**config.mk**
```make
export PLATFORM = sky130hd
export DESIGN_NAME = cd_cell
export DESIGN_NICKNAME = d
export VERILOG_FILES = /design/src/complex_divider_assert.svh /design/src/cd_pkg.sv /design/src/cd_cell.sv
export SDC_FILE = /design/constraint.sdc
export NUM_CORES = 1
export LEC_CHECK = 0
export BUFFER_PORTS_ARGS = -buffer_cell sky130_fd_sc_hd__buf_2
export CAP_MARGIN = 25
export CORE_ASPECT_RATIO = 0.6
export CORE_MARGIN = 2
export CORE_UTILIZATION = 45
export CTS_CLUSTER_DIAMETER = 150
export DETAILED_ROUTE_END_ITERATION = 8
export PLACE_DENSITY = 0.8
export SYNTH_ARGS = -nofsm -noshare
export SYNTH_HDL_FRONTEND = slang
export SYNTH_SLANG_ARGS = --single-unit
```
**constraint.sdc**
```tcl
create_clock -name i_clk -period 17.9 [get_ports i_clk]
set_clock_uncertainty 0.2 [all_clocks]
set_input_delay 5.37 -clock i_clk [delete_from_list [all_inputs] [get_ports i_clk]]
set_output_delay 5.37 -clock i_clk [all_outputs]
set_load 0.02 [all_outputs]
```
**src/complex_divider_assert.svh**
```systemverilog
// Assertion macros for the complex divider.
`ifndef COMPLEX_DIVIDER_ASSERT_SVH
`define COMPLEX_DIVIDER_ASSERT_SVH
`ifndef SYNTH
`define CD_ASSERT_NOW(lbl, clk, rst_n, ante, cons, msg) \
    lbl: assert property (@(posedge clk) disable iff (!rst_n) (ante) |-> (cons)) \
        else $error(msg);
`define CD_ASSERT_NEXT(lbl, clk, rst_n, ante, cons, msg) \
    lbl: assert property (@(posedge clk) disable iff (!rst_n) (ante) |=> (cons)) \
        else $error(msg);
`else
`define CD_ASSERT_NOW(lbl, clk, rst_n, ante, cons, msg)
`define CD_ASSERT_NEXT(lbl, clk, rst_n, ante, cons, msg)
`endif
`endif

```
**src/cd_pkg.sv**
```systemverilog
// Shared types and constants of the complex divider.
`default_nettype none
package cd_pkg;
    localparam int CD_DATA_W   = 16;
    localparam int CD_FRAC_DEF = 8;
    localparam int CD_FRAC_MAX = 24;
    localparam int CD_PROD_W   = 2 * CD_DATA_W;
    localparam int CD_REM_W    = 3 * CD_DATA_W + CD_FRAC_MAX + 1;
    localparam int CD_Q_W      = CD_DATA_W + 2;

    typedef struct packed {
        logic signed [CD_DATA_W-1:0] num_re;
        logic signed [CD_DATA_W-1:0] num_im;
        logic signed [CD_DATA_W-1:0] den_re;
        logic signed [CD_DATA_W-1:0] den_im;
    } t_in;

    typedef struct packed {
        logic signed [CD_DATA_W-1:0] quot_re;
        logic signed [CD_DATA_W-1:0] quot_im;
        logic                        saturated;
        logic                        div_by_zero;
    } t_out;

    typedef struct packed {
        logic [CD_REM_W-1:0]  rem_re;
        logic [CD_REM_W-1:0]  rem_im;
        logic [CD_Q_W-1:0]    q_re;
        logic [CD_Q_W-1:0]    q_im;
        logic [CD_PROD_W-1:0] norm;
        logic                 neg_re;
        logic                 neg_im;
        logic                 dz;
    } t_div;
endpackage
`default_nettype wire

```
**src/cd_cell.sv**
```systemverilog
// One restoring division cell: settles quotient bit K of both parts.
`default_nettype none
module cd_cell #(
    parameter int K = 0
) (
    input  wire             i_clk,
    input  wire             i_rst_n,
    input  wire             i_valid,
    output logic            o_ready,
    input  cd_pkg::t_div    i_data,
    output logic            o_valid,
    input  wire             i_ready,
    output cd_pkg::t_div    o_data
);
    import cd_pkg::*;

    logic                r_valid;
    t_div                r_data, n_data;
    logic [CD_REM_W-1:0] dsh;
    logic                ge_re, ge_im;

    assign o_ready = !r_valid || i_ready;

    always_comb begin
        dsh    = CD_REM_W'(i_data.norm) << K;
        ge_re  = i_data.rem_re >= dsh;
        ge_im  = i_data.rem_im >= dsh;
        n_data = i_data;
        if (ge_re) n_data.rem_re = i_data.rem_re - dsh;
        if (ge_im) n_data.rem_im = i_data.rem_im - dsh;
        n_data.q_re[K] = ge_re;
        n_data.q_im[K] = ge_im;
    end

    always_ff @(posedge i_clk) begin
        if (o_ready) r_data <= n_data;
    end

    always_ff @(posedge i_clk) begin
        if (!i_rst_n) begin
            r_valid <= 1'b0;
        end else if (o_ready) begin
            r_valid <= i_valid;
        end
    end

    assign o_valid = r_valid;
    assign o_data  = r_data;
endmodule
`default_nettype wire

```
---- Word level (Yosys, flattened, before mapping) ----
Index checks and enable logic that the tools add are counted.
operators by class
  add/subtract/negate cells ............... 2
  $lt $le $gt $ge ......................... 2
  muxes and demuxes ....................... 2
  reduce and logical (&&, ||, !) cells .... 2
operator list
  kind              count
  $ge 73x32->1      2
  $mux 73           2
  $sub 73x32->73    2
  $logic_not 1->1   1
  $logic_or 1x1->1  1
storage, ports and cells
  register bits after elaboration ......... 218
  input bits .............................. 221
  word-level logic and storage cells ...... 17

---- Logic depth before layout (Yosys ltp) ----
  word-level depth ........................ 2
  depth in mapped cells ................... 14
  gate-level depth less buffers ........... 12

---- Worst setup path after synthesis ----
No wires, ideal clock.
  kind .................................... input to output
  start ................................... in i_ready
  end ..................................... out o_ready
  arrival ................................. 10.723 ns
  data required time ...................... 12.330 ns
  setup slack ............................. 1.607 ns
  stages .................................. 1
  path buffers ............................ 0
  cell sequence ........................... nand2b_1
on the way
  cells in the longest elaborated chain, start to end .. 1
ends and longest elaborated chain
  what              line           text
  from (decl)       cd_cell.sv:12  input wire i_ready,
  $logic_or 1x1->1  cd_cell.sv:22  assign o_ready = !r_valid || i_ready;
  to (decl)         cd_cell.sv:9   output logic o_ready,
No other way between the ends.

---- Worst setup path in the final report ----
Same ends and word-level chain as after synthesis.

==> impl_metrics.py <==
metrics = {
    "clocking": {
        "cts_tree": "done",
        "cts.sinks": 218,
        "cts_root_buffer": "clkbuf_16",
        "cts_buffer_depth": 3,
        "cts_max_level": 1,
        "postCtsSetupBuffers": 0,
        "post_cts_resized": 0,
        "cts-buffers-inserted": 23,
        "path_clk_slew_ns": 0.06,
        "cts_hold_buf": 0,
        "clk_latency_ns": 0.53,
    },
    "grt": {
        "antenna_found_initial": 8,
        "gr-usage-met2_pct": 44.1,
        "grt_use_met3_pct": 7.19,
        "grt_max_degree": 71,
        "track_usage_pct": 28.6,
        "grt_pass1_vias": 11300,
        "grt.busiest_layer": "met2",
        "grt_pass1_wl_um": 66700,
        "overflow": 0,
        "gr-usage-met1_pct": 41.1,
    },
    "setup_path": {
        "cp-start-kind": "input pin",
        "critical_path.top_delay_family": "simple AND/OR/NAND/NOR gates",
        "critPathKind": "in2out",
        "r2r-end": "o_data[199]$_DFFE_PP_",
        "crit_arrival_ns": 6.40,
        "required_ns": 12.33,
        "path_max_fanout": 55,
        "cpMaxStageDelayCell": "nand2b_4",
        "critPathLaunch": "i_ready",
        "reg2reg_depth": 3,
        "cpMostUsedCell": "buf_2",
        "slowest_delay_ns": 0.64,
        "path_cells": "buf_2, nand2b_4, buf_2",
        "critPathBufInv": 2,
        "timing.rr.start": "o_valid$_SDFFE_PN0P_",
        "regToRegSetupSlack_ns": 14.82,
        "worst-path-stages": 3,
        "end_kind": "output port",
        "endpoint": "o_ready",
    },
    "power_and_ir_drop": {
        "power_frac_seq_pct": 42.7,
        "p_int_uw": 1040,
        "power_leakage_uw": 0.00693,
        "comb_power_share_pct": 25.7,
        "p_switching_uw": 477,
        "power_density_nw_per_um2": 91.4,
        "ir_worst_vdd_mv": 0.0760,
        "clkPwrFrac_pct": 31.6,
        "sw_frac_of_total_pct": 31.5,
    },
    "logic_synthesis": {
        "synth_cell_types": 73,
        "synth_top_cell_by_area": "edfxtp_1",
        "syn_nets": 1564,
        "syn_area_um2": 13300,
        "synth-edff-count": 217,
        "avgSynthCellArea_um2": 10.4,
        "synth_common_cells": "217 x edfxtp_1, 118 x nand2_1, 115 x nor2_1, 98 x a21oi_1, 78 x xnor2_1",
        "synth_seq_area_share_pct": 49.1,
        "postSynth.asyncResetShare_pct": 0,
        "yosysMostFrequentCell": "edfxtp_1",
        "ys_warn_count": 0,
        "ys.flop_type": "edfxtp_1",
        "ys_seq_elements": 218,
        "synthTopCellsByArea": "edfxtp_1 49%, ha_1 6.0%, xnor2_1 5.1%",
        "yosysTopAreaCellShare_pct": 49.0,
        "syn_inst": 1277,
    },
    "outcome": {
        "status": "complete, no violations",
    },
    "drt": {
        "drcViolationCount": 0,
        "initialDrtViolationCount": 1300,
        "vias": 12200,
        "ant_nets": 0,
        "viasPerCell": 5.76,
        "drt_wl_total_um": 46200,
        "drt-wirelength-per-cell_um": 21.8,
        "firstDrtPassIters": 6,
    },
    "floorplan": {
        "die_area_um2": 31000,
        "rows": 48,
        "initial_utilization_pct": 46.1,
        "core_area_um2": 28900,
        "pin_count": 440,
        "die-width_um": 226,
        "die_h_um": 137,
    },
    "run": {
        "maxCapViolCount": 0,
    },
    "timing": {
        "slew_viol_final": 0,
        "period_needed_ns": 11.97,
        "worst_pin_slew_ns": 0.839,
        "timing.fmax_mhz": 83.5,
        "hold_viol": 0,
        "rsz0062_at_grt": "no",
        "min_period_over_period_pct": 66.9,
        "finalSetupTns_ns": 0,
        "slew_headroom_pct": 43.5,
        "setup_viol": 0,
    },
    "place": {
        "gp_congestion": 0.963,
        "io_buffers": 437,
        "dp_hpwl_um": 36700,
    },
    "cells_and_area": {
        "layout.nets": 1986,
        "multi_input_area_um2": 6360,
        "seqCellArea_um2": 6540,
        "drive_above_1_share_pct": 29.7,
        "utilization_pct": 57.3,
        "area_growth_pct": 24.4,
        "fillers": 2477,
    },
    "hold_path": {
        "hp-class": "reg2reg",
    },
}
## area by class of cell
class / count / area share (%)
Sequential cell: 218 / 39.5
Multi-Input combinational cell: 962 / 38.4
Timing Repair Buffer: 443 / 13.5
Clock buffer: 34 / 3.79
Tap cell: 400 / 3.02
Inverter: 51 / 1.19
Clock inverter: 7 / 0.544
Antenna cell: 5 / 0.0756
## layout by cell type, fill, tap and decap left out, drive strengths merged, types with 5 or more instances in the layout
cell,netlist,layout
o31ai,8,8
inv,51,52
nor2,116,116
xnor2,78,78
clkbuf,32,34
a21oi,100,100
nor3,34,34
nor4,37,37
a21o,24,24
o21bai,16,16
o21ai,71,71
nand3,33,33
or3,14,14
or4,9,9
nand2b,16,16
diode,0,5
mux2,6,6
nor2b,7,7
o21a,15,15
edfxtp,217,217
nor4b,5,5
and3,11,11
nand4,33,33
a211oi,10,10
a31oi,13,13
buf,14,443
ha,64,64
nand2,118,118
or2,5,5
nand3b,7,7
nand4b,7,7
xor2,60,60
## stage by stage
step	cell area, um2	total power (uW)	hold WS, ns	setup slack (ns)	instances
after global placement	15800	1030	0.936	5.95	2073
after CTS	16500	1520	0.982	5.91	2115
after floorplan	13300	895	5.07	1.61	1277
after global routing	16500	1570	1.05	5.85	2119
final	16600	1510	0.979	5.93	2120
after detailed placement	15800	1040	0.968	5.91	2074
## sequential cells by signal, summed over array words and instances (netlist names)
name / flops
o_valid: 1
o_data: 217
## worst min-delay path by stage
stage                               from              endpoint  cells after the start
floorplan           o_valid$_SDFFE_PN0P_   o_data[0]$_DFFE_PP_                      1
global placement    o_valid$_SDFFE_PN0P_  o_data[41]$_DFFE_PP_                      1
detailed placement  o_valid$_SDFFE_PN0P_  o_data[41]$_DFFE_PP_                      1
CTS                 o_valid$_SDFFE_PN0P_  o_data[41]$_DFFE_PP_                      1
global route        o_valid$_SDFFE_PN0P_  o_data[30]$_DFFE_PP_                      1
finish              o_valid$_SDFFE_PN0P_  o_data[41]$_DFFE_PP_                      1
## cell families (layout without fill, tap and decap cells)
group | count (synthesis) | after routing | share of synthesized area, %
compound gates | 291 | 291 | 13.7
xor+xnor | 138 | 138 | 9.08
fa+ha+maj | 66 | 66 | 6.32
buf+inv | 97 | 535 | 3.19
flops | 218 | 218 | 49.1
mux | 7 | 7 | 0.724
other cells | 0 | 5 | 0
simple gates | 460 | 460 | 17.9
## power by group through the flow
| stage | Clock [uW] | Combinational [uW] | Sequential [uW] |
|---|---|---|---|
| after floorplan | 0 | 155 | 740 |
| after global placement | 0 | 378 | 655 |
| after detailed placement | 0 | 382 | 656 |
| after CTS | 487 | 384 | 646 |
| after global routing | 506 | 416 | 651 |
| final | 479 | 388 | 646 |
## layer usage
metal	wire [um]	vias up
met5	10	-
met4	931	2
met3	4440	78
met2	20500	615
met1	20200	5908
li1	-	5613
Power figures use the tool's default switching activity.
