<file path="src/complex_divider_assert.svh">
// Assertion macros for the complex divider.
`ifndef COMPLEX_DIVIDER_ASSERT_SVH
`define COMPLEX_DIVIDER_ASSERT_SVH
`ifndef SYNTH
`define CD_ASSERT_NOW(lbl, clk, rst_n, ante, cons, msg) \
    lbl: assert property (@(posedge clk) disable iff (!rst_n) (ante) |-> (cons)) \
        else $error(msg);
`define CD_ASSERT_NEXT(lbl, clk, rst_n, ante, cons, msg) \
    lbl: assert property (@(posedge clk) disable iff (!rst_n) (ante) |=> (cons)) \
        else $error(msg);
`else
`define CD_ASSERT_NOW(lbl, clk, rst_n, ante, cons, msg)
`define CD_ASSERT_NEXT(lbl, clk, rst_n, ante, cons, msg)
`endif
`endif

</file>
<file path="src/cd_pkg.sv">
// Shared types and constants of the complex divider.
`default_nettype none
package cd_pkg;
    localparam int CD_DATA_W   = 16;
    localparam int CD_FRAC_DEF = 8;
    localparam int CD_FRAC_MAX = 24;
    localparam int CD_PROD_W   = 2 * CD_DATA_W;
    localparam int CD_REM_W    = 3 * CD_DATA_W + CD_FRAC_MAX + 1;
    localparam int CD_Q_W      = CD_DATA_W + 2;

    typedef struct packed {
        logic signed [CD_DATA_W-1:0] num_re;
        logic signed [CD_DATA_W-1:0] num_im;
        logic signed [CD_DATA_W-1:0] den_re;
        logic signed [CD_DATA_W-1:0] den_im;
    } t_in;

    typedef struct packed {
        logic signed [CD_DATA_W-1:0] quot_re;
        logic signed [CD_DATA_W-1:0] quot_im;
        logic                        saturated;
        logic                        div_by_zero;
    } t_out;

    typedef struct packed {
        logic [CD_REM_W-1:0]  rem_re;
        logic [CD_REM_W-1:0]  rem_im;
        logic [CD_Q_W-1:0]    q_re;
        logic [CD_Q_W-1:0]    q_im;
        logic [CD_PROD_W-1:0] norm;
        logic                 neg_re;
        logic                 neg_im;
        logic                 dz;
    } t_div;
endpackage
`default_nettype wire

</file>
<file path="src/cd_front.sv">
// Front end: products, then norm and sign/magnitude of both product sums.
`default_nettype none
module cd_front #(
    parameter int FRAC_BITS = cd_pkg::CD_FRAC_DEF
) (
    input  wire             i_clk,
    input  wire             i_rst_n,
    input  wire             i_valid,
    output logic            o_ready,
    input  cd_pkg::t_in     i_data,
    output logic            o_valid,
    input  wire             i_ready,
    output cd_pkg::t_div    o_data
);
    import cd_pkg::*;

    logic                        r_va, r_vb;
    logic                        ready_a, ready_b;
    logic signed [CD_PROD_W-1:0] r_ac, r_bd, r_bc, r_ad, r_cc, r_dd;
    logic                        r_dz;
    logic signed [CD_PROD_W:0]   re_sum, im_sum;
    t_div                        n_div, r_div;

    assign ready_b = !r_vb || i_ready;
    assign ready_a = !r_va || ready_b;
    assign o_ready = ready_a;

    always_ff @(posedge i_clk) begin
        if (ready_a) begin
            r_ac <= i_data.num_re * i_data.den_re;
            r_bd <= i_data.num_im * i_data.den_im;
            r_bc <= i_data.num_im * i_data.den_re;
            r_ad <= i_data.num_re * i_data.den_im;
            r_cc <= i_data.den_re * i_data.den_re;
            r_dd <= i_data.den_im * i_data.den_im;
            r_dz <= (i_data.den_re == '0) && (i_data.den_im == '0);
        end
        if (ready_b) begin
            r_div <= n_div;
        end
    end

    always_ff @(posedge i_clk) begin
        if (!i_rst_n) begin
            r_va <= 1'b0;
            r_vb <= 1'b0;
        end else begin
            if (ready_a) r_va <= i_valid;
            if (ready_b) r_vb <= r_va;
        end
    end

    always_comb begin
        re_sum = {r_ac[CD_PROD_W-1], r_ac} + {r_bd[CD_PROD_W-1], r_bd};
        im_sum = {r_bc[CD_PROD_W-1], r_bc} - {r_ad[CD_PROD_W-1], r_ad};
        n_div        = '0;
        n_div.norm   = CD_PROD_W'(r_cc) + CD_PROD_W'(r_dd);
        n_div.neg_re = re_sum[CD_PROD_W];
        n_div.neg_im = im_sum[CD_PROD_W];
        // Magnitudes fit in the product width as unsigned values; the largest
        // one has the top bit set, so it is zero extended before the shift.
        n_div.rem_re = CD_REM_W'($unsigned(CD_PROD_W'(re_sum[CD_PROD_W] ? -re_sum : re_sum)))
                       << FRAC_BITS;
        n_div.rem_im = CD_REM_W'($unsigned(CD_PROD_W'(im_sum[CD_PROD_W] ? -im_sum : im_sum)))
                       << FRAC_BITS;
        n_div.dz     = r_dz;
    end

    assign o_valid = r_vb;
    assign o_data  = r_div;
endmodule
`default_nettype wire

</file>
<file path="config.mk">
export PLATFORM = sky130hd
export DESIGN_NAME = cd_front
export DESIGN_NICKNAME = d
export VERILOG_FILES = /design/src/complex_divider_assert.svh /design/src/cd_pkg.sv /design/src/cd_front.sv
export SDC_FILE = /design/constraint.sdc
export NUM_CORES = 2
export LEC_CHECK = 0
export BUFFER_PORTS_ARGS = -buffer_cell sky130_fd_sc_hd__buf_2
export CORE_MARGIN = 2
export CORE_UTILIZATION = 35
export DETAILED_ROUTE_END_ITERATION = 10
export GPL_TIMING_DRIVEN = 0
export SETUP_SLACK_MARGIN = 0.3
export SYNTH_ARGS = -nofsm -noshare
export SYNTH_HDL_FRONTEND = slang
export SYNTH_SLANG_ARGS = --single-unit
export TNS_END_PERCENT = 100
</file>
<file path="constraint.sdc">
create_clock -name i_clk -period 13.8 [get_ports i_clk]
set_input_delay 0.69 -clock i_clk [delete_from_list [all_inputs] [get_ports i_clk]]
set_output_delay 0.69 -clock i_clk [all_outputs]
set_load 0.005 [all_outputs]
</file>
; ---- Word-level counts from Yosys, hierarchy flattened
; Index checks and enable logic that the tools add are counted.
[totals]
ff_bits = 294
inputBits = 68
out_inout_bits = 219
wordCells = 35
[classes]
add_sub_neg = 5
mul = 6
n_mux = 2
reduce_logical = 7
[ops]
columns = operator, count
row1 = multiplier 16 x 16 -> 32 bit, 6
row2 = 2-to-1 mux 32 bit, 2
row3 = negation 32 bit, 2
row4 = adder 32 x 32 -> 33 bit, 1
row5 = subtractor 32 x 32 -> 33 bit, 1
row6 = adder 32 bit, 1
row7 = logical NOT 16 bit, 2
row8 = logical NOT 1 bit, 2
row9 = logical OR 1 bit, 2
row10 = logical AND 1 bit, 1

; ---- Longest topological paths before layout
[depth]
ltp_word = 3
mapped_depth = 28
mapped_depth_nobuf = 27

; ---- Worst setup path after synthesis
; No wires, ideal clock.
[synth_path]
kind = input port to flip-flop
start = input port i_data[17] (netlist name)
end = register r_ac[29] (data pin)
setup_time_ns = 0.180
t_arrival_ns = 7.124
t_required_ns = 13.620
setup_slack_ns = 6.496
cell_stages = 24
path_buffers = 3
path_cell_list = clkbuf_1 clkbuf_1 clkbuf_1 nand2_1 fa_1 fa_1 fa_1 inv_1 fa_1 fa_1 inv_1 fa_1 inv_1 ha_1 a21o_1 a21o_1 a221oi_2 o21a_1 o21ai_1 or4_1 a31oi_1 o21ai_1 or2_0 a221oi_1
[synth_between]
elab_chain_len = 1
[synth_rtl]
columns = item, line
row1 = "start, declared", cd_front.sv:10  ; input cd_pkg::t_in i_data,
row2 = multiplier 16 x 16 -> 32 bit, cd_front.sv:30  ; r_ac <= i_data.num_re * i_data.den_re;
row3 = "end signal, assigned", cd_front.sv:30
row4 = "end, declared", cd_front.sv:19  ; logic signed [CD_PROD_W-1:0] r_ac, r_bd, r_bc, r_ad, r_cc, r_dd;
; No other way between the ends.
; A chain may end at the register's enable or synchronous reset.

; ---- Worst setup path after layout
[layout_path]
start = input port i_data[4] (netlist name)
end = register r_dd[30] (data pin)
[layout_between]
elab_chain_len = 1
[layout_rtl]
columns = item, line
row1 = multiplier 16 x 16 -> 32 bit, cd_front.sv:35  ; r_dd <= i_data.den_im * i_data.den_im;
row2 = "end signal, assigned", cd_front.sv:35
row3 = "end, declared", cd_front.sv:19
; No other way between the ends.

==> summary.md <==
| Metric | Value |
|---|---|
| Die Area | `210500 µm²` |
| Simple-gate area share of the yosys netlist | `about an eighth` |
| Crit-path slowest cell | `clkbuf_1` |
| Yosys warning count | `0` |
| Crit-path leading delay family | `compound AO/OA/AOI/OAI gates` |
| Worst-path clk slew | `0.06 ns` |
| DIE WIDTH | `458.8 µm` |
| RSZ-0062 raised after global routing | `false` |
| Worst rel slew slack | `-6.352%` |
| Post-cts sizing count | `0` |
| FF-to-FF path depth | `16` |
| WL per Instance | `approximately 24 µm` |
| Asr flop ratio synth | `0%` |
| Total GRT Usage | `between 20% and 30%` |
| Crit path depth | `25` |
| Clock sinks | `between 200 and 300` |
| Max_cap viols | `6` |
| Worst r2r src | `r_ac[0]$_DFFE_PP_` |
| Largest family of logic cells by synthesized area | `adder cells` |
| Synth area leaders | `fa_1, edfxtp_1, ha_1` |
| Critical Path End | `r_dd[30]$_DFFE_PP_` |
| Largest net degree at the start of global routing | `just under 70` |
| Crit path buffers/inverters | `6` |
| Synth Area in Compound Gates | `5.922%` |
| Initial Util | `35.28%` |
| Max Freq | `about 110 MHz` |
| TritonCTS Buffers | `38` |
| #FFs+latches synth | `~290` |
| Grt ovf | `0` |
| Critical Path RT | `14.22 ns` |
| Final count of hold timing violations | `0` |
| Final HPWL DP | `~210000 µm` |
| Final wirelength | `250100 µm` |
| Vias in the first global route | `55610` |
| Post-synth top area share | `roughly two fifths` |
| # Post-CTS Setup Buffers | `0` |
| Avg Vias per Cell | `4.982` |
| Post-CTS Hold Fix Bufs | `0` |
| Dominant cell type by area after synthesis | `fa_1` |
| Pre-CTS setup slack | `3.928 ns` |
| Least-Margin Pin Slew | `1.595 ns` |
| Synthesized area | `around 72000 µm²` |
| Die Height | `458.8 µm` |
| IO buf count | `158` |
| Critical path arrival | `slightly below 10 ns` |
| Violated checks | `max-capacitance violations, max-slew violations` |
| EDFF count, synth | `290` |
| TritonCTS clock tree | `yes` |
| Setup ws final | `4.349 ns` |
| Clock Skew | `0.02936 ns` |
| Primary FF master, synth | `edfxtp_1` |
| Outcome | `finished, violations left` |
| Ports | `approximately 290` |
| Synth unique cells | `91` |
| Reg-to-Reg End | `o_data[165]$_DFFE_PP_` |
| Layout cells sized above 1 | `5.220%` |
| Mapped Avg Cell Area | `around 9.6 µm²` |
| Clock Latency Late Sink | `0.67 ns` |
| # rows | `166` |
| XOR/XNOR share of the synthesized area | `4.531%` |
| Worst Path Class, Setup | `input port to register` |
| Via count | `52910` |
| H-tree Lvls | `2` |
| Cell with the most instances after synthesis | `inv_1` |
| Final setup vio count | `0` |
| Worst Setup End Kind | `register` |
| First-pass GRT wire length | `367800 µm` |
| Post-synthesis mux area share | `0.04320%` |
| Hold_sp | `i_rst_n` |
| Seq/Total Area, Yosys | `12.08%` |
| Worst setup startpoint | `i_data[4]` |
| Slew Viols, Final | `between 40 and 50` |
| Antenna violations before repair | `47` |
| Setup TNS Final | `0 ns` |
| P&R area growth vs syn | `8.234%` |
| Commonest cells in the netlist | `inv_1, fa_1, nand2_1` |
| GPL Wtd Cong | `1.018` |
| Antenna Nets Post-Route | `0` |
| Mapped Cells | `between 7000 and 8000` |
| Clock Path Buffers | `3` |
| Layout Nets | `10080` |
| DRC | `0` |
| Worst-path maximum fanout | `11` |
| Max incr delay on CP | `between 1 and 1.5 ns` |
| Period utilisation layout | `roughly 68%` |
| CTS root buf | `clkbuf_16` |
| Core ar. | `205200 µm²` |
| Setup slack, reg-to-reg | `9.20 ns` |
| Worst Hold Class | `input port to register` |
| CP Launch Type | `input port` |
| Post-synthesis adder-cell area fraction | `roughly 53%` |
| Minimum clock period | `9.451 ns` |
| Initial DRC Count | `3839` |
| Detailed Routing Iterations Pass 1 | `5` |
==> how the worst min path moves through the flow <==
stage / to / cells after the start
2_1_floorplan: o_data[0]$_DFFE_PP_ / 0
3_3_place_gp: o_data[0]$_DFFE_PP_ / 0
3_5_place_dp: o_data[0]$_DFFE_PP_ / 0
4_1_cts: o_valid$_SDFFE_PN0P_ / 2
5_1_grt: o_valid$_SDFFE_PN0P_ / 2
6_report: o_valid$_SDFFE_PN0P_ / 2
==> worst reg2reg max path: cells and delay by family (launching register included) <==
family | cells | cell delay, ns
flops | 1 | 0.37
compound gates | 11 | 2.66
xor+xnor | 1 | 0.17
fa+ha+maj | 2 | 0.69
buf+inv | 2 | 0.43
==> final cells by class <==
type	instances	area [µm²]
antenna	19	47.55
clock buffer	44	994.7
multi-input combinational	5135	55160
fill	20720	126800
timing repair buffer	163	915.9
buffer	401	1991
clock inverter	24	181.4
tap	2688	3363
sequential	292	8748
inverter	1853	6960
==> state kept, by name, summed over array words and instances, names as in the netlist <==
name     flops
r_cc        31
o_data      99
r_va         1
r_ad        32
r_bd        32
o_valid      1
r_dz         1
r_ac        32
r_bc        32
r_dd        31
==> cells in the final DEF (no fill, tap or decap), types with 8 or more instances in the layout <==
| master | instances |
|---|---|
| o31ai_1 | 14 |
| buf_4 | 118 |
| ha_1 | 614 |
| xnor2_1 | 269 |
| o21a_1 | 47 |
| diode_2 | 19 |
| a21o_1 | 84 |
| and3_1 | 23 |
| a31oi_1 | 22 |
| a211oi_1 | 20 |
| nor3_1 | 66 |
| edfxtp_1 | 290 |
| nand2b_1 | 52 |
| conb_1 | 118 |
| a41oi_1 | 8 |
| nor2_1 | 285 |
| nor4_1 | 11 |
| nor2b_1 | 40 |
| o211ai_1 | 9 |
| a21oi_1 | 189 |
| and2_1 | 542 |
| fa_1 | 1516 |
| o21bai_1 | 29 |
| xor2_1 | 103 |
| nand4_1 | 19 |
| nand2_1 | 724 |
| o21ai_0 | 97 |
| clkbuf_1 | 267 |
| or2_2 | 16 |
| inv_1 | 1848 |
| o21ai_1 | 11 |
| a21boi_0 | 11 |
| clkbuf_16 | 39 |
| nand3_1 | 50 |
| buf_2 | 164 |
| clkinv_1 | 10 |
| a31o_2 | 18 |
| or3_1 | 11 |
==> cells by family after synthesis <==
kind of cell,Yosys count
compound gates,643
xor+xnor,373
fa+ha+maj,2130
buf+inv,2254
flops,292
mux,3
other cells,1
simple gates,1868
==> per-layer routing <==
metal	GRT usage (%)	up-vias	wire length, µm
met4	13.13	14	16420
met3	4.477	467	19360
met1	31.54	27250	102600
met5	0	-	129
li1	-	23150	-
met2	37.56	2025	111600
==> through the flow <==
step | instance area [µm²] | std cells | util (%) | hold slack [ns]
final | 78370 | 10620 | 38.19 | 0.2712
after global routing | 78340 | 10610 | 38.18 | 0.2633
after CTS | 78300 | 10600 | 38.16 | 0.2270
after detailed placement | 77130 | 10530 | 37.58 | 0.4072
after global placement | 77000 | 10530 | 37.52 | 0.4088
after floorplan | 72840 | 7681 | - | 0.4003
Power is left out: the tool's default activity adds up to more than one toggle a clock period on the data nets, which glitch-free logic cannot reach.
